`src/lrc_pkg.sv`:
```
// types and constants of the lru record cache
// used by the cells, the remainder unit, the top level and the checker
package lrc_pkg;

   // wide enough to index up to 1024 slots
   localparam int SLOT_IDX_W = 10;
   localparam int ID_W       = 64;
   localparam int CAP_REG_W  = 7;
   localparam int WORKER_W   = 5;
   localparam int QUEUE_W    = 4;
   localparam int SLOT_OUT_W = 6;
   localparam int CSR_INDEX_W = 2;
   localparam int CSR_DATA_W  = 7;

   localparam logic [WORKER_W-1:0]    MAX_WORKERS   = 5'd16;
   localparam logic [CAP_REG_W-1:0]   CAP_RESET     = 7'd64;
   localparam logic [WORKER_W-1:0]    WORKER_RESET  = 5'd1;

   localparam logic [CSR_INDEX_W-1:0] CSR_CAPACITY = 2'd0;
   localparam logic [CSR_INDEX_W-1:0] CSR_WORKERS  = 2'd1;

   typedef enum logic [2:0] {
      STATUS_HIT           = 3'd0,
      STATUS_MISS_FETCH    = 3'd1,
      STATUS_MISS_NOFETCH  = 3'd2,
      STATUS_FILL_FREE     = 3'd3,
      STATUS_FILL_EVICT    = 3'd4,
      STATUS_FILL_RESIDENT = 3'd5
   } status_type;

   typedef enum logic [1:0] {
      CMD_NONE,
      CMD_PROMOTE,
      CMD_FILL,
      CMD_EVICT
   } cmd_type;

   typedef struct packed {
      logic                  action;
      logic [ID_W-1:0]       record_id;
      logic [ID_W-1:0]       request_token;
   } req_type;

   typedef struct packed {
      status_type            status;
      logic [SLOT_OUT_W-1:0] slot;
      logic [ID_W-1:0]       fetch_token;
      logic [QUEUE_W-1:0]    queue_index;
      logic [ID_W-1:0]       evicted_id;
   } rsp_type;

   // partial search result walking down the cell chain
   typedef struct packed {
      logic                  hit;
      logic [SLOT_IDX_W-1:0] hit_slot;
      logic [SLOT_IDX_W-1:0] hit_rank;
      logic                  free;
      logic [SLOT_IDX_W-1:0] free_slot;
      logic                  any;
      logic [SLOT_IDX_W-1:0] lru_slot;
      logic [SLOT_IDX_W-1:0] lru_rank;
      logic [ID_W-1:0]       lru_id;
   } scan_type;

   // update broadcast to every cell at the end of a search
   typedef struct packed {
      cmd_type               op;
      logic [SLOT_IDX_W-1:0] slot;
      logic [SLOT_IDX_W-1:0] rank;
   } commit_type;

endpackage

```
`src/lrc_cell.sv`:
```
// one slot of the lru record cache: id, valid bit and recency rank
// folds its entry into the search token from its neighbour; uses lrc_pkg
module lrc_cell import lrc_pkg::*; #(
   parameter int INDEX = 0
) (
   input  logic            clock,
   input  logic            reset,
   input  logic [ID_W-1:0] key,
   input  commit_type      commit,
   input  scan_type        scan_in,
   output scan_type        scan_out
);

   localparam logic [SLOT_IDX_W-1:0] SELF = SLOT_IDX_W'(INDEX);

   logic                  valid_ff, valid_in;
   logic [ID_W-1:0]       id_ff, id_in;
   logic [SLOT_IDX_W-1:0] rank_ff, rank_in;
   scan_type              scan_ff, scan_in_next;

   always_comb begin
      scan_in_next = scan_in;
      if (valid_ff && id_ff == key && !scan_in.hit) begin
         scan_in_next.hit      = 1'b1;
         scan_in_next.hit_slot = SELF;
         scan_in_next.hit_rank = rank_ff;
      end
      if (!valid_ff && !scan_in.free) begin
         scan_in_next.free      = 1'b1;
         scan_in_next.free_slot = SELF;
      end
      // strictly older wins, so the earlier slot keeps a tie
      if (valid_ff && (!scan_in.any || rank_ff > scan_in.lru_rank)) begin
         scan_in_next.any      = 1'b1;
         scan_in_next.lru_slot = SELF;
         scan_in_next.lru_rank = rank_ff;
         scan_in_next.lru_id   = id_ff;
      end
   end

   always_comb begin
      valid_in = valid_ff;
      id_in    = id_ff;
      rank_in  = rank_ff;
      case (commit.op)
         CMD_PROMOTE, CMD_EVICT: begin
            if (commit.slot == SELF) begin
               rank_in = '0;
               if (commit.op == CMD_EVICT) begin
                  id_in = key;
               end
            end else if (valid_ff && rank_ff < commit.rank) begin
               rank_in = rank_ff + 1'b1;
            end
         end
         CMD_FILL: begin
            if (commit.slot == SELF) begin
               valid_in = 1'b1;
               id_in    = key;
               rank_in  = '0;
            end else if (valid_ff) begin
               rank_in = rank_ff + 1'b1;
            end
         end
         default: begin
         end
      endcase
   end

   always_ff @(posedge clock) begin
      if (reset) begin
         valid_ff <= 1'b0;
         rank_ff  <= '0;
      end else begin
         valid_ff <= valid_in;
         rank_ff  <= rank_in;
      end
   end

   always_ff @(posedge clock) begin
      id_ff   <= id_in;
      scan_ff <= scan_in_next;
   end

   assign scan_out = scan_ff;

endmodule

```
`config.mk`:
```
export PLATFORM = sky130hd
export DESIGN_NAME = lrc_cell
export DESIGN_NICKNAME = d
export VERILOG_FILES = /design/src/lrc_pkg.sv /design/src/lrc_cell.sv
export SDC_FILE = /design/constraint.sdc
export NUM_CORES = 1
export LEC_CHECK = 0
export ABC_AREA = 1
export BUFFER_PORTS_ARGS = -buffer_cell sky130_fd_sc_hd__buf_4
export CAP_MARGIN = 40
export CORE_MARGIN = 2
export CORE_UTILIZATION = 50
export CTS_BUF_LIST = sky130_fd_sc_hd__clkbuf_2
export DETAILED_ROUTE_END_ITERATION = 10
export GPL_TIMING_DRIVEN = 1
export PLACE_DENSITY = 0.83
export REMOVE_ABC_BUFFERS = 1
export SYNTH_ARGS = -nofsm -noshare
export SYNTH_HDL_FRONTEND = slang
export SYNTH_SLANG_ARGS = --single-unit
```
`constraint.sdc`:
```
create_clock -name clock -period 7.4 [get_ports clock]
set_clock_uncertainty 0.1 [all_clocks]
set_input_delay 1.48 -clock clock [delete_from_list [all_inputs] [get_ports clock]]
set_output_delay 1.48 -clock clock [all_outputs]
set_load 0.1 [all_outputs]
```
==> impl_metrics.json <==
{
  "status": "complete, no violations",
  "dp_cells": 1355,
  "postSynthAreaPerCell_um2": 8.88,
  "register_area_mm2": 0.00448,
  "period_needed_ns": 3.29,
  "start_util_pct": 50.9,
  "fin_crit_sh_pct": 44.5,
  "ant_nets": 0,
  "drv_cap": 0,
  "grt-ovfl-total": 0,
  "hold_ws_ns": 0.424,
  "crit_family": "simple AND/OR/NAND/NOR gates",
  "p_per_area_mw_per_mm2": 202,
  "die_area_mm2": 0.0164,
  "intPower_uw": 1400,
  "yosys_warnings": 0,
  "min-delay-start": "id_ff[42]$_DFFE_PP_",
  "rsz0062_at_grt": "false",
  "multi_input_area_mm2": 0.00266,
  "worstSetupStartpointType": "primary input",
  "synthesis.instances": 868,
  "drive_above_1_share_pct": 31.3,
  "min_to": "scan_out[42]$_DFF_P_",
  "seq_power_share_pct": 53.6,
  "critPathMaxStageDelay_ns": 0.73,
  "final.fill_count": 1236,
  "leakage_uw": 0.00521,
  "ys_seq_elements": 192,
  "switchingPower_uw": 717,
  "layout.cells.most_common_list": "323 x buf_4, 247 x nand2_1, 128 x dfxtp_1",
  "final_common_cell": "buf_4",
  "relSlewSlack_pct": 48.8,
  "r2r-start": "rank_ff[5]$_SDFFE_PP0P_",
  "rows": 45,
  "r2r-end": "scan_out[31]$_DFF_P_",
  "finalSetupTns_ns": 0,
  "via_per_inst": 4.88,
  "cts.root.buffer_cell": "clkbuf_2",
  "htreeDepth": 4,
  "rrSetupSlack_ns": 4.38,
  "tightest_slew_ns": 0.768,
  "cp_slowest_cell": "nand3_1",
  "p_sw_share_pct": 33.9,
  "grt_max_degree": 86,
  "grtUsageTotal_pct": 25.6,
  "cp-end-kind": "flip-flop",
  "clk_pin_slew_ns": 0.25,
  "grt_pass1_wl_um": 32200,
  "cts_setup_buffers": 0,
  "grt_antenna_before_repair": 1,
  "p_comb_share_pct": 22.0,
  "clock_path_buffers": 2,
  "synth_flop_cell": "dfxtp_1",
  "yosysTopAreaCell": "dfxtp_1",
  "setup_viol": 0,
  "die_w_um": 128,
  "cts_hold_buf": 0,
  "fin_area_mm2": 0.0105,
  "critPathKind": "primary input to flip-flop",
  "cp.required_ns": 7.98,
  "syn_to_final_growth_pct": 35.6,
  "core-area_mm2": 0.0151,
  "dr.pass1.iters": 5,
  "nets": 1411,
  "via_count": 6777,
  "finalMaxSlewViolations": 0,
  "placed_cell_area_mm2": 0.0102,
  "cts_tree": "done",
  "dieHeight_um": 128,
  "cts_resized": 0,
  "clk_latency_ns": 0.77,
  "dp_hpwl_um": 16600,
  "ff2ff_path_depth": 10,
  "worstPathArrival_ns": 3.87,
  "drc": 0,
  "synth.top_cell.area_share_pct": 33.2,
  "vdd_drop_max_uv": 105,
  "hold_viol_final": 0,
  "grt_pass1_vias": 6367,
  "cts-buffers-inserted": 17,
  "synthTopCellsByArea": "dfxtp_1 33%, edfxtp_1 25%, nand2_1 12%",
  "stdcell_count": 1388,
  "path_max_fanout": 21,
  "clock_sinks": 192,
  "holdPathStages": 2,
  "io_buffers": 321,
  "dr.first_iter.drc_count": 429,
  "gp_congestion": 0.883,
  "wl_per_cell_um": 15.3,
  "synth_cell_types": 30,
  "fin_util_pct": 69.0,
  "fmax_mhz": 304,
  "path_buf_inv": 1,
  "seq_area_frac_synth_pct": 58.2,
  "syn-cell-area_mm2": 0.00771,
  "clkPwrFrac_pct": 24.4,
  "hold_class": "flip-flop to flip-flop",
  "synth-edff-count": 64,
  "ioPinCount": 322,
  "synthArstFlopShare_pct": 0,
  "worstPathCellList": "buf_4, nand2_1, o21ai_0, nor2_1, nand2_1, nor2_1, nand2_1, nor2_1, nand3_1, and2_1",
  "drt-total-wl_um": 21200
}
==> worst min-delay path: cells and delay by family (launching register included) <==
| family | cells | cell delay [ns] |
|---|---|---|
| flip-flops | 1 | 0.42 |
| AND/OR/NAND/NOR | 2 | 0.10 |
==> routing by layer <==
metal	GRT usage, %	vias up	routed length, um
li1	-	3408	-
met1	30.7	3083	8550
met2	44.1	243	10600
met3	6.47	43	1390
met4	10.4	0	652
met5	0	-	0
==> power by group through the flow <==
| stage | Sequential, uW | Clock [uW] | Combinational [uW] |
|---|---|---|---|
| finish | 1130 | 515 | 465 |
| global route | 1140 | 564 | 487 |
| CTS | 1130 | 530 | 467 |
| detailed placement | 1160 | 0 | 466 |
| global placement | 1150 | 0 | 461 |
| floorplan | 1400 | 0 | 52.5 |
==> cells by family (layout without fill, tap and decap cells) <==
| logic type | count (synthesis) | in the layout | synth area share [%] |
|---|---|---|---|
| AOI/OAI and AO/OA | 114 | 114 | 8.18 |
| adders and majority gates | 20 | 20 | 3.25 |
| xor gates and xnor gates | 23 | 23 | 2.61 |
| and+or+nand+nor | 386 | 386 | 20.4 |
| DFF | 192 | 192 | 58.2 |
| buffers and inverters | 133 | 464 | 7.40 |
| other | 0 | 1 | 0 |
==> synth_stat cells, types with 3 or more instances <==
cell and count:
a21oi_1 20, and2_1 10, buf_2 5, buf_4 3, buf_6 7, clkbuf_1 8, dfxtp_1 128, edfxtp_1 64
ha_1 20, inv_1 107, nand2_1 247, nand3_1 21, nand4_1 15, nor2_1 82, nor3_1 5, o21ai_0 50
o21ai_1 20, o21ai_2 11, o22ai_1 11, xnor2_1 10, xor2_1 13
==> stage by stage <==
stage / setup slack [ns] / power (uW)
floorplan: 2.11 / 1460
global placement: 3.27 / 1620
detailed placement: 3.30 / 1620
CTS: 4.16 / 2130
global route: 3.93 / 2190
finish: 4.11 / 2110
==> registers in the layout (all words and copies together) (netlist names) <==
signal and cells:
rank_ff 10, valid_ff 1, scan_out 117, id_ff 64
==> final cells by class <==
class                   instances  area share, %
inverters                     109           3.91
well taps                     188           2.25
multi-input cells             543           25.4
clock buffers                  17          0.814
clock inverters                15           1.47
diodes                          1         0.0239
flip-flops and latches        192           42.9
repair buffers                323           23.2
==> worst max-delay path by stage <==
stage | to | from | slack [ns] | cells past startpoint
after floorplan | id_ff[0]$_DFFE_PP_ | commit[15] | 2.11 | 5
after CTS | scan_out[113]$_SDFF_PP0_ | key[21] | 4.16 | 10
after detailed placement | scan_out[111]$_SDFF_PP0_ | key[21] | 3.30 | 10
final | scan_out[113]$_SDFF_PP0_ | key[21] | 4.11 | 10
after global routing | scan_out[106]$_SDFF_PP0_ | key[21] | 3.93 | 10
after global placement | scan_out[111]$_SDFF_PP0_ | key[21] | 3.27 | 10
No activity file was read; power rests on OpenSTA's default activity.
