===== src/lrc_pkg.sv =====
// types and constants of the lru record cache
// used by the cells, the remainder unit, the top level and the checker
package lrc_pkg;

   // wide enough to index up to 1024 slots
   localparam int SLOT_IDX_W = 10;
   localparam int ID_W       = 64;
   localparam int CAP_REG_W  = 7;
   localparam int WORKER_W   = 5;
   localparam int QUEUE_W    = 4;
   localparam int SLOT_OUT_W = 6;
   localparam int CSR_INDEX_W = 2;
   localparam int CSR_DATA_W  = 7;

   localparam logic [WORKER_W-1:0]    MAX_WORKERS   = 5'd16;
   localparam logic [CAP_REG_W-1:0]   CAP_RESET     = 7'd64;
   localparam logic [WORKER_W-1:0]    WORKER_RESET  = 5'd1;

   localparam logic [CSR_INDEX_W-1:0] CSR_CAPACITY = 2'd0;
   localparam logic [CSR_INDEX_W-1:0] CSR_WORKERS  = 2'd1;

   typedef enum logic [2:0] {
      STATUS_HIT           = 3'd0,
      STATUS_MISS_FETCH    = 3'd1,
      STATUS_MISS_NOFETCH  = 3'd2,
      STATUS_FILL_FREE     = 3'd3,
      STATUS_FILL_EVICT    = 3'd4,
      STATUS_FILL_RESIDENT = 3'd5
   } status_type;

   typedef enum logic [1:0] {
      CMD_NONE,
      CMD_PROMOTE,
      CMD_FILL,
      CMD_EVICT
   } cmd_type;

   typedef struct packed {
      logic                  action;
      logic [ID_W-1:0]       record_id;
      logic [ID_W-1:0]       request_token;
   } req_type;

   typedef struct packed {
      status_type            status;
      logic [SLOT_OUT_W-1:0] slot;
      logic [ID_W-1:0]       fetch_token;
      logic [QUEUE_W-1:0]    queue_index;
      logic [ID_W-1:0]       evicted_id;
   } rsp_type;

   // partial search result walking down the cell chain
   typedef struct packed {
      logic                  hit;
      logic [SLOT_IDX_W-1:0] hit_slot;
      logic [SLOT_IDX_W-1:0] hit_rank;
      logic                  free;
      logic [SLOT_IDX_W-1:0] free_slot;
      logic                  any;
      logic [SLOT_IDX_W-1:0] lru_slot;
      logic [SLOT_IDX_W-1:0] lru_rank;
      logic [ID_W-1:0]       lru_id;
   } scan_type;

   // update broadcast to every cell at the end of a search
   typedef struct packed {
      cmd_type               op;
      logic [SLOT_IDX_W-1:0] slot;
      logic [SLOT_IDX_W-1:0] rank;
   } commit_type;

endpackage


===== src/lrc_qmod.sv =====
// remainder of a 64-bit id by the worker count, four id bits per clock
// 16 steps then a done pulse; uses lrc_pkg
module lrc_qmod import lrc_pkg::*; (
   input  logic                clock,
   input  logic                reset,
   input  logic                start,
   input  logic [ID_W-1:0]     dividend,
   input  logic [WORKER_W-1:0] divisor,
   output logic                done,
   output logic [QUEUE_W-1:0]  remainder
);

   localparam int BITS_PER_STEP = 4;
   localparam int STEPS         = ID_W / BITS_PER_STEP;
   localparam int STEP_W        = $clog2(STEPS);

   logic                busy_ff, busy_in;
   logic                done_ff, done_in;
   logic [STEP_W-1:0]   cnt_ff, cnt_in;
   logic [ID_W-1:0]     shift_ff, shift_in;
   logic [QUEUE_W-1:0]  rem_ff, rem_in;
   logic [WORKER_W-1:0] div_ff, div_in;
   logic [QUEUE_W-1:0]  rem_step;

   // divisor is at most 16 so the partial remainder stays in 4 bits
   always_comb begin
      logic [QUEUE_W:0] t;
      rem_step = rem_ff;
      for (int j = 0; j < BITS_PER_STEP; j++) begin
         t = {rem_step, shift_ff[ID_W-1-j]};
         if (t >= div_ff) begin
            rem_step = QUEUE_W'(t - div_ff);
         end else begin
            rem_step = t[QUEUE_W-1:0];
         end
      end
   end

   always_comb begin
      busy_in  = busy_ff;
      done_in  = 1'b0;
      cnt_in   = cnt_ff;
      shift_in = shift_ff;
      rem_in   = rem_ff;
      div_in   = div_ff;
      if (start) begin
         busy_in  = 1'b1;
         cnt_in   = '0;
         shift_in = dividend;
         rem_in   = '0;
         div_in   = divisor;
      end else if (busy_ff) begin
         rem_in   = rem_step;
         shift_in = shift_ff << BITS_PER_STEP;
         cnt_in   = cnt_ff + 1'b1;
         if (cnt_ff == STEP_W'(STEPS - 1)) begin
            busy_in = 1'b0;
            done_in = 1'b1;
         end
      end
   end

   always_ff @(posedge clock) begin
      if (reset) begin
         busy_ff <= 1'b0;
         done_ff <= 1'b0;
         cnt_ff  <= '0;
      end else begin
         busy_ff <= busy_in;
         done_ff <= done_in;
         cnt_ff  <= cnt_in;
      end
   end

   always_ff @(posedge clock) begin
      shift_ff <= shift_in;
      rem_ff   <= rem_in;
      div_ff   <= div_in;
   end

   assign done      = done_ff;
   assign remainder = rem_ff;

endmodule


===== config.mk =====
export PLATFORM = sky130hd
export DESIGN_NAME = lrc_qmod
export DESIGN_NICKNAME = d
export VERILOG_FILES = /design/src/lrc_pkg.sv /design/src/lrc_qmod.sv
export SDC_FILE = /design/constraint.sdc
export NUM_CORES = 1
export LEC_CHECK = 0
export BUFFER_PORTS_ARGS = -buffer_cell sky130_fd_sc_hd__buf_2
export CORE_MARGIN = 3
export CORE_UTILIZATION = 55
export CTS_CLUSTER_SIZE = 12
export DETAILED_ROUTE_END_ITERATION = 8
export PLACE_DENSITY = 0.75
export SLEW_MARGIN = 15
export SYNTH_ARGS = -nofsm -noshare
export SYNTH_HDL_FRONTEND = slang
export SYNTH_SLANG_ARGS = --single-unit

===== constraint.sdc =====
create_clock -name clock -period 6.5 [get_ports clock]
set_input_delay 1.3 -clock clock [delete_from_list [all_inputs] [get_ports clock]]
set_output_delay 1.3 -clock clock [all_outputs]
set_load 0.1 [all_outputs]

==> results by group, run 1 <==
Outcome
  – Result of the run: completed

Placed design
  – Hpwl dp: 5.12 mm
  – Placer's final routability congestion estimate: 0.883
  – Count of input and output buffers: 76

Synth
  – Mux cell area share after synthesis: 20.3%
  – Cell with the most instances after synthesis: edfxtp_1
  – Simple-Gate Fraction of Synth Area: 4.97%
  – Number of synthesized flops with an enable pin: 69
  – Warning count from the yosys run: 0
  – Synth top area cells: edfxtp_1 (51%), mux2_2 (18%), ha_1 (6.4%)
  – Post-synth top area cell: edfxtp_1
  – Fraction of the mapped netlist area in compound gates: 5.92%
  – Async S/R FF share, synth: 0%
  – Yosys top cell area share: 50.8%
  – Cell area after technology mapping: 0.00408 sq mm
  – Post-synthesis xor/xnor area fraction: 2.36%
  – Sequential fraction of the synthesis area: 55.7%
  – Primary flip-flop cell chosen by synthesis mapping: edfxtp_1
  – Flip-flop and latch count after synthesis: 79
  – Arithmetic-cell share of the synthesized area counting full adders, half adders and majority gates: 8.41%
  – Post-synth cell types: 34
  – Dominant combinational cell family by area after synthesis: multiplexers
  – Number of nets in the synthesized netlist: 388
  – Mean cell area of the mapped netlist: 14.0 sq um
  – Synth Instances: 291
  – Most common library cells after synthesis: edfxtp_1 (69), mux2_2 (65), ha_1 (21), inv_1 (16), a21oi_1 (12)

Floorplanning
  – Standard-cell rows: 30
  – Die width: 92.1 microns
  – Die outline area: 0.00848 sq mm
  – Starting density of the core: 58.4%
  – IO Pins: 77
  – CORE AREA: 0.00698 sq mm
  – Vert. Die Dim: 92.1 microns

CTS
  – Clk Tree Root Cell: clkbuf_8
  – CTS tree: done
  – Sink Count: 79
  – Hold-fix buffer count after cts: 0
  – Clock-pin slew reported for the worst setup and hold paths after clock tree synthesis: 90 ps
  – Buffers from clock root to sink, at most: 2
  – Post-CTS Resized: 0
  – Number of buffers added by the clock tree synthesis step: 9
  – Maximum level of the CTS H-tree: 3
  – Clock latency on the worst-skew pair: 340 ps
  – Post-CTS Setup Bufs: 0

Setup path
  – Critical Path End Type: flip-flop
  – WP data arrival: 6220 ps
  – Highest fanout seen on the critical path: 7
  – Crit Path Category: flip-flop to flip-flop
  – Required time of the critical path: 6750 ps
  – Startpoint class of the critical path: flip-flop

GRT
  – Global Route Usage Sum: 17.4%
  – Largest net degree at the start of global routing: 77
  – Overflow left after global routing: 0
  – Vias in the first global route: 2515
  – First-pass GRT wire length: 11.5 mm
  – Initial antenna violation count: 0

Job
  – Max-cap viol count: 0

STA
  – Total Neg Setup Slack: 0 ps
  – Worst max-slew margin expressed relative to the limit: 40.4%
  – Final Critical Period: 5970 ps
  – Hold violation count in the final report: 0
  – RSZ-0062 raised after global routing: false
  – Setup-failing EPs final: 0
  – Crit share post-route: 91.8%
  – Max Transition Viols Final: 0
  – Highest achievable clock rate: 168 MHz
  – Measured slew at the worst slew-check pin: 894 ps
  – Worst-case clock skew: 7.46 ps

Drt
  – Detailed Routing Iterations Pass 1: 4
  – Remaining DRCs: 0
  – Detailed-route vias per instance: 5.31
  – Post-DR wirelength/cell: 15.3 microns
  – Starting DRC count in detailed routing: 111
  – Vias: 2506
  – Number of antenna-violating nets in the routed design: 0
  – Sum of routed wire length over all layers: 7.23 mm

Layout
  – Share of final-layout standard cells stronger than drive strength 1: 44.4%
  – # diodes: 0
  – Synthesis-to-finish area growth: 17.0%
  – Number of nets in the final layout: 468

Min path
  – Class of the tightest hold or removal check: flip-flop to flip-flop

Power and ir drop
  – VDD IR-drop max: 0.200 mV
  – Power per Cell Area: 373 mW/mm^2
  – Total power consumption of the routed design: 0.00178 W
  – LEAKAGE: 1.99 nW
## layout make-up
cell class	instances	area [sq um]
Multi-Input combinational cell	187	1720
Clock inverter	7	80.1
Clock buffer	9	124
Fill cell	558	2210
Sequential cell	79	2270
Inverter	16	60.1
Tap cell	96	120
Timing Repair Buffer	78	395
## through the flow
| stage | setup slack (ps) | instances | hold slack, ps | utilization [%] | instance area (sq um) |
|---|---|---|---|---|---|
| final | 534 | 472 | 492 | 68.3 | 4770 |
| after global routing | 106 | 472 | 506 | 68.3 | 4770 |
| after CTS | 405 | 472 | 488 | 68.2 | 4760 |
| after detailed placement | 398 | 456 | 470 | 65.3 | 4560 |
| after global placement | 718 | 456 | 461 | 65.3 | 4560 |
| after floorplan | 561 | 291 | 439 | - | 4080 |
## report_power, final
part	internal, W	switching (W)
logic	0.000364	0.000414
registers	0.000615	0.0000220
clock network	0.000183	0.000184
total	0.00116	0.000619
## per-layer routing
layer	global-route usage, %	routed length (microns)
met4	6.06	112
met3	6.32	564
met1	22.0	3120
met5	0	0
met2	27.7	3430
## worst max-delay path, stage by stage (launching register included)
cell and delay [ps]:
edfxtp_1 460, inv_1 270, ha_1 230, a21o_1 110, a31oi_1 50, o21ai_2 290, mux2_4 340, ha_1 340
a21oi_1 180, o21ai_0 130, and4b_1 220, nor3_1 450, inv_1 90, ha_1 300, nand2_1 60, o21ai_0 90
a31oi_2 390, mux2i_1 390, ha_1 310, a21o_1 160, a21oi_1 170, o21a_1 260, mux2_2 360, a211oi_1 220
## cells in the final DEF (no fill, tap or decap), types with 7 or more instances in the layout
master / netlist / layout
a21oi_1: 12 / 12
a21o_1: 7 / 7
clkbuf_8: 0 / 9
xnor2_1: 7 / 7
nand2_1: 8 / 7
ha_1: 21 / 21
mux2_2: 65 / 65
inv_1: 16 / 16
nor2_1: 10 / 10
buf_2: 0 / 76
dfxtp_1: 10 / 10
edfxtp_1: 69 / 69
## sequential cells by signal, summed over array words and instances, names as in the netlist
name	flops
remainder	4
div_ff	5
cnt_ff	4
shift_ff	64
busy_ff	1
done	1
## cells by family (layout without fill, tap and decap cells)
logic type      Yosys count  in the layout
compound gates           38             38
xor+xnor                 11             11
fa+ha+maj                25             25
buf+inv                  25            110
flops                    79             79
mux                      73             73
simple gates             40             40
## final timing paths
check	startpoint	to	slack (ps)	depth (start not counted)
worst min register to register	cnt_ff[3]	done	490	2
worst max register to register	div_ff[1]	remainder[0]	530	23
worst max-delay path	div_ff[1]	remainder[0]	530	23
worst min-delay path	cnt_ff[3]	done	490	2
Power figures use the tool's default switching activity.
==> run 2: changes to the inputs <==
Settings changed: ABC_AREA set to 1.
==> results by group, run 2 <==
Drt
  – Remaining DRCs: 0 (unchanged)
  – Vias: 3237 (+29%)
  – Starting DRC count in detailed routing: 192 (+73%)
  – Detailed-route vias per instance: 5.03 (-5.3%)
  – Post-DR wirelength/cell: 13.0 microns (-15%)
  – Number of antenna-violating nets in the routed design: 0 (unchanged)
  – Sum of routed wire length over all layers: 8.38 mm (+16%)
  – Detailed Routing Iterations Pass 1: 4 (unchanged)

Setup path
  – WP data arrival: 5260 ps (-960 ps)
  – Required time of the critical path: 6750 ps (about the same)
  – Startpoint class of the critical path: flip-flop
  – Depth of the worst register-to-register path: 34 (+48%)
  – Critical Path End Type: flip-flop
  – Logic depth of the worst path, buffers included: 34 (+48%)
  – Maximum cell stage delay along the critical path: 470 ps (about the same)
  – Bufs and invs on worst path: 5 (+3)
  – CP max-delay cell: edfxtp_1
  – Cell class contributing the biggest share of worst-path delay: simple AND/OR/NAND/NOR gates
  – Crit Path Category: flip-flop to flip-flop
  – Highest fanout seen on the critical path: 7 (unchanged)
  – Cell with the most instances on the worst path: nand2_1

STA
  – Max Transition Viols Final: 0 (unchanged)
  – Worst max-slew margin expressed relative to the limit: 54.3% (+14 points)
  – Worst-case clock skew: 10.2 ps (+2.71 ps)
  – Final Critical Period: 5010 ps (-955 ps)
  – RSZ-0062 raised after global routing: false
  – Setup-failing EPs final: 0 (unchanged)
  – Measured slew at the worst slew-check pin: 686 ps (-208 ps)
  – Crit share post-route: 77.1% (-15 points)
  – Worst hold margin: 497 ps (+4.85 ps)
  – Hold violation count in the final report: 0 (unchanged)
  – Highest achievable clock rate: 200 MHz (+19%)
  – Worst Slack Setup Final: 1490 ps (+955 ps)
  – Total Neg Setup Slack: 0 ps (unchanged)

CTS
  – CTS tree: done
  – Clock-pin slew reported for the worst setup and hold paths after clock tree synthesis: 90 ps (about the same)
  – Clk Tree Root Cell: clkbuf_8
  – Buffers from clock root to sink, at most: 2 (unchanged)
  – Post-CTS Setup Bufs: 0 (unchanged)
  – Hold-fix buffer count after cts: 0 (unchanged)
  – Sink Count: 79 (unchanged)
  – Clock latency on the worst-skew pair: 350 ps (about the same)
  – Number of buffers added by the clock tree synthesis step: 9 (unchanged)
  – Post-CTS Resized: 0 (unchanged)
  – Maximum level of the CTS H-tree: 3 (unchanged)

Placed design
  – Post-Place Setup Slack: 1570 ps (+1170 ps)
  – Placer's final routability congestion estimate: 0.838 (-5.1%)
  – Count of input and output buffers: 76 (unchanged)
  – Hpwl dp: 6.04 mm (+18%)
  – Total instance count after detailed placement: 628 (+38%)

Synth
  – Warning count from the yosys run: 0 (unchanged)
  – Primary flip-flop cell chosen by synthesis mapping: edfxtp_1
  – Cell with the most instances after synthesis: nand2_1
  – Number of nets in the synthesized netlist: 560 (+44%)
  – Async S/R FF share, synth: 0% (unchanged)
  – Synth Instances: 463 (+59%)
  – Number of synthesized flops with an enable pin: 69 (unchanged)
  – Most common library cells after synthesis: nand2_1 (230), edfxtp_1 (69), inv_1 (44), ha_1 (21), a21oi_1 (14)
  – Mean cell area of the mapped netlist: 8.98 sq um (-36%)
  – Cell area after technology mapping: 0.00416 sq mm (+2.0%)
  – Synth top area cells: edfxtp_1 (50%), nand2_1 (21%), ha_1 (6.3%)
  – Post-synth cell types: 29 (-15%)
  – Yosys top cell area share: 49.8% (-1.0 points)
  – Post-synth top area cell: edfxtp_1
  – Flip-flop and latch count after synthesis: 79 (unchanged)
  – Sequential fraction of the synthesis area: 54.6% (-1.1 points)

Power and ir drop
  – Switching part of the total power: 40.0% (+5.2 points)
  – Switching pwr: 0.000737 W (+19%)
  – Power per Cell Area: 383 mW/mm^2 (+2.5%)
  – Power Internal: 0.00111 W (-4.9%)
  – Portion of total power attributed to the clock network: 19.4% (-1.2 points)
  – Total power consumption of the routed design: 0.00184 W (+3.4%)
  – Share of total power in combinational logic: 46.1% (+2.5 points)
  – LEAKAGE: 2.42 nW (+21%)
  – VDD IR-drop max: 0.152 mV (-24%)
  – Sequential group share of total power: 34.5% (-1.3 points)

GRT
  – GR Util met1: 26.4% (+4.4 points)
  – Initial antenna violation count: 0 (unchanged)
  – Most congested layer reported by global routing: met2
  – Met2 routing resource usage after global routing: 32.9% (+5.2 points)
  – Largest net degree at the start of global routing: 56 (-27%)
  – Overflow left after global routing: 0 (unchanged)
  – First-pass GRT wire length: 14.0 mm (+21%)
  – Vias in the first global route: 3233 (+29%)
  – Global Route Usage Sum: 20.6% (+3.1 points)
  – GR met3 Demand/Resource: 5.36% (-0.96 points)

Floorplanning
  – CORE AREA: 0.00729 sq mm (+4.4%)
  – Vert. Die Dim: 93.0 microns (+0.94%)
  – Die width: 93.0 microns (+0.94%)
  – Standard-cell rows: 31 (+3.3%)
  – IO Pins: 77 (unchanged)
  – Die outline area: 0.00864 sq mm (+1.9%)
  – Starting density of the core: 57.0% (-1.4 points)

Min path
  – Min-Delay Path Depth: 2 (unchanged)
  – Class of the tightest hold or removal check: flip-flop to flip-flop

Layout
  – Most frequent cells in the layout: nand2_1 (230), buf_2 (76), edfxtp_1 (69)
  – Register with the highest flop count: shift_ff
  – Flip-flop count of the largest register, all copies and words added: 64 (unchanged)
  – Final cell count without fillers: 644 (+36%)
  – Largest registers: shift_ff (64), div_ff (5)
  – Leading cell type in the layout, fill and taps excluded: nand2_1
  – Share of final-layout standard cells stronger than drive strength 1: 19.4% (-25 points)
  – # diodes: 0 (unchanged)
  – Number of nets in the final layout: 637 (+36%)
  – Synthesis-to-finish area growth: 15.8%

Outcome
  – Result of the run: completed

Job
  – Max-cap viol count: 0 (unchanged)
run 2: changes by cell type after synthesis, sizes merged, moves of 5 or more:
cell / before / now
nand2: 8 / 234
mux2: 68 / 0
inv: 16 / 44
nand3: 3 / 11
buf: 0 / 7
a21o: 7 / 1
and2: 5 / 0
run 2: final cells by class:
type / instances / area [sq um]
fill: 637 / 2480
multi-input combinational: 326 / 1660
inverter: 45 / 169
clock buffer: 10 / 128
timing repair buffer: 79 / 403
tap: 99 / 124
sequential: 79 / 2270
clock inverter: 6 / 58.8
run 2: worst paths after layout:
| path | startpoint | endpoint | slack (ps) |
|---|---|---|---|
| max reg2reg | div_ff[1] | remainder[3] | 1490 |
| min reg2reg | remainder[3] | remainder[3] | 500 |
| min | remainder[3] | remainder[3] | 500 |
| max | div_ff[1] | remainder[3] | 1490 |
run 2: worst register-to-register path, delay by kind of cell, from the launching register on:
family                   cells  cell delay (ps)
AO/OA/AOI/OAI                3              630
AND/OR/NAND/NOR             22             1950
buffers and inverters        5              600
adder cells (fa/ha/maj)      4             1290
flip-flops                   1              470
run 2: logic make-up after synthesis:
kind of cell	after synthesis	share of synthesized area [%]
simple gates	266	26.2
buf+inv	58	5.45
fa+ha+maj	25	8.24
mux	1	0.241
flops	79	54.6
xor+xnor	8	1.68
compound gates	26	3.55
run 2: power by group through the flow:
stage	Sequential (W)	Clock [W]	Combinational, W
2_1_floorplan	0.000683	0	0.000622
3_3_place_gp	0.000645	0	0.000786
3_5_place_dp	0.000646	0	0.000838
4_1_cts	0.000635	0.000362	0.000843
5_1_grt	0.000641	0.000382	0.000957
6_report	0.000635	0.000358	0.000849
run 2: per-layer routing:
layer  up-vias  share of wire [%]
met5         -                  0
met4         0                2.2
met3        17                5.8
met2        90                 47
met1      1487                 45
li1       1643                  -
run 2: per-stage QoR:
| stage | utilization [%] | area, sq um |
|---|---|---|
| 4_1_cts | 66.0 | 4810 |
| 3_5_place_dp | 63.5 | 4630 |
| 6_report | 66.0 | 4810 |
| 2_1_floorplan | - | 4160 |
| 3_3_place_gp | 63.5 | 4630 |
| 5_1_grt | 66.0 | 4810 |
==> run 3: changes to the inputs <==
Settings changed: ABC_AREA 1 to 0.
Clock period 6.5 ns to 4.65 ns, I/O delays scaled along.
==> results by group, run 3 (synthesized netlist as in run 1, its figures left out) <==
Outcome
  – Failing checks: setup timing
  – Result of the run: complete, but fails checks

Layout
  – Most frequent cells in the layout: buf_2 (76), edfxtp_1 (69), mux2_2 (61)
  – Leading cell type in the layout, fill and taps excluded: buf_2
  – Register with the highest flop count: shift_ff
  – Flip-flop count of the largest register, all copies and words added: 64 (unchanged)
  – Share of final-layout standard cells stronger than drive strength 1: 55.8% (+36 points)
  – Largest registers: shift_ff (64), div_ff (5)
  – Synthesis-to-finish area growth: 28.7%
  – Number of nets in the final layout: 506 (-21%)
  – # diodes: 0 (unchanged)

Setup path
  – Critical Path End Type: flip-flop
  – Crit Path Category: flip-flop to flip-flop
  – Startpoint class of the critical path: flip-flop
  – Cell class contributing the biggest share of worst-path delay: compound AO/OA/AOI/OAI gates
  – WP data arrival: 5180 ps (-80 ps)
  – Cell-by-cell listing of the critical path: inv_2 > ha_2 > a21o_1 > a21oi_2 > xnor2_1 > mux2_4 > ha_1 > and2_1 > nor2_2 > o21ai_4 > buf_6 > mux2_4 > ha_1 > a21o_1 > a31oi_4 > mux2i_2 > ha_1 > a21o_1 > a21oi_2 > o21a_1 > mux2_4 > a211oi_2
  – Maximum cell stage delay along the critical path: 430 ps (-40 ps)
  – CP max-delay cell: edfxtp_1
  – Highest fanout seen on the critical path: 5 (-2)
  – Bufs and invs on worst path: 2 (-3)
  – Worst-case register-to-register setup slack: -280 ps (-1770 ps)
  – Required time of the critical path: 4900 ps (-1850 ps)

CTS
  – Clock-pin slew reported for the worst setup and hold paths after clock tree synthesis: 80 ps (about the same)
  – Clk Tree Root Cell: clkbuf_8
  – Number of buffers added by the clock tree synthesis step: 9 (unchanged)
  – Buffers from clock root to sink, at most: 2 (unchanged)
  – Clock latency on the worst-skew pair: 340 ps (about the same)
  – Hold-fix buffer count after cts: 0 (unchanged)
  – Sink Count: 79 (unchanged)
  – CTS tree: done
  – Maximum level of the CTS H-tree: 3 (unchanged)

Power and ir drop
  – LEAKAGE: 2.21 nW (-8.4%)
  – Total power consumption of the routed design: 0.00302 W (+64%)
  – VDD IR-drop max: 0.333 mV (+120%)
  – Power per Cell Area: 575 mW/mm^2 (+50%)

GRT
  – GR met3 Demand/Resource: 5.25% (-0.11 points)
  – Global Route Usage Sum: 18.8% (-1.8 points)
  – Overflow left after global routing: 0 (unchanged)
  – Initial antenna violation count: 0 (unchanged)
  – Met2 routing resource usage after global routing: 30.9% (-2.0 points)
  – Vias in the first global route: 2746 (-15%)
  – Largest net degree at the start of global routing: 76 (+36%)
  – GR Util met1: 23.8% (-2.6 points)
  – Most congested layer reported by global routing: met2
  – First-pass GRT wire length: 12.6 mm (-9.9%)

Drt
  – Detailed-route vias per instance: 5.30 (+5.4%)
  – Detailed Routing Iterations Pass 1: 4 (unchanged)
  – Starting DRC count in detailed routing: 121 (-37%)
  – Number of antenna-violating nets in the routed design: 0 (unchanged)
  – Sum of routed wire length over all layers: 7.78 mm (-7.1%)
  – Post-DR wirelength/cell: 15.3 microns (+17%)
  – Vias: 2701 (-17%)
  – Remaining DRCs: 0 (unchanged)

Placed design
  – Placer's final routability congestion estimate: 0.885 (+5.6%)
  – Hpwl dp: 5.52 mm (-8.5%)
  – Count of input and output buffers: 76 (unchanged)

Floorplanning
  – Die outline area: 0.00848 sq mm (-1.9%)
  – Starting density of the core: 58.4% (+1.4 points)
  – Standard-cell rows: 30 (-3.2%)
  – CORE AREA: 0.00698 sq mm (-4.3%)
  – Vert. Die Dim: 92.1 microns (-0.94%)
  – Die width: 92.1 microns (-0.94%)
  – IO Pins: 77 (unchanged)

STA
  – Max Transition Viols Final: 0 (unchanged)
  – Crit share post-route: 106% (+29 points)
  – Worst hold margin: 475 ps (-21.6 ps)
  – Worst max-slew margin expressed relative to the limit: 39.7% (-15 points)
  – Highest achievable clock rate: 203 MHz (+1.7%)
  – Final Critical Period: 4930 ps (-83.7 ps)
  – Measured slew at the worst slew-check pin: 904 ps (+219 ps)
  – Worst-case clock skew: 10.3 ps (+0.160 ps)
  – Hold violation count in the final report: 0 (unchanged)
  – RSZ-0062 raised after global routing: true
  – Setup-failing EPs final: 4 (+4)
  – Total Neg Setup Slack: -1040 ps (-1040 ps)
  – Worst Slack Setup Final: -278 ps (-1770 ps)

Job
  – Max-cap viol count: 0 (unchanged)

Min path
  – Class of the tightest hold or removal check: flip-flop to flip-flop
run 3: worst paths after layout:
check | from | endpoint | cells past startpoint
max | div_ff[1] | remainder[0] | 22
min | cnt_ff[3] | done | 2
min reg2reg | cnt_ff[3] | done | 2
max reg2reg | div_ff[1] | remainder[0] | 22
run 3: area by class of cell:
cell class	count	area [sq um]
Inverter	16	60.1
Timing Repair Buffer	116	684
Clock inverter	7	86.3
Multi-Input combinational cell	187	1890
Tap cell	96	120
Fill cell	478	1730
Clock buffer	9	124
Sequential cell	79	2290
run 3: report_power, final:
part / switching (W) / internal [W] / leakage (nW) / total [W]
sequential: 0.0000258 / 0.000863 / 0.780 / 0.000889
clock: 0.000269 / 0.000260 / 0.104 / 0.000529
combinational: 0.000744 / 0.000855 / 1.33 / 0.00160
total: 0.00104 / 0.00198 / 2.21 / 0.00302
run 3: per-layer routing:
layer / routed length, microns / share of wire [%] / vias to the layer above
met3: 443 / 5.7 / 13
met1: 3380 / 43 / 1302
met4: 116 / 1.5 / 0
li1: - / - / 1321
met2: 3840 / 49 / 65
met5: 0 / 0 / -
run 3: what timing repair did:
action,CTS,global route
gates resized for setup,15,7
endpoints found under the setup margin,4,4
pin swaps,16,10
setup buffers,5,2
run 3: worst reg2reg max path, cell delays in order, from the launching register on:
cell and delay, ps:
edfxtp_1 430, inv_2 80, ha_2 280, a21o_1 200, a21oi_2 170, xnor2_1 90
mux2_4 270, ha_1 310, and2_1 170, nor2_2 170, o21ai_4 110, buf_6 130
mux2_4 300, ha_1 180, a21o_1 180, a31oi_4 230, mux2i_2 310, ha_1 290
a21o_1 170, a21oi_2 150, o21a_1 170, mux2_4 310, a211oi_2 160
run 3: through the flow:
step / util [%] / std cells / instance area (sq um) / worst slack, ps
3_5_place_dp: 70.0 / 487 / 4890 / -411
6_report: 75.2 / 510 / 5250 / -278
4_1_cts: 74.6 / 508 / 5210 / -271
3_3_place_gp: 70.0 / 487 / 4890 / -214
2_1_floorplan: - / 291 / 4170 / -234
5_1_grt: 75.2 / 510 / 5250 / -539
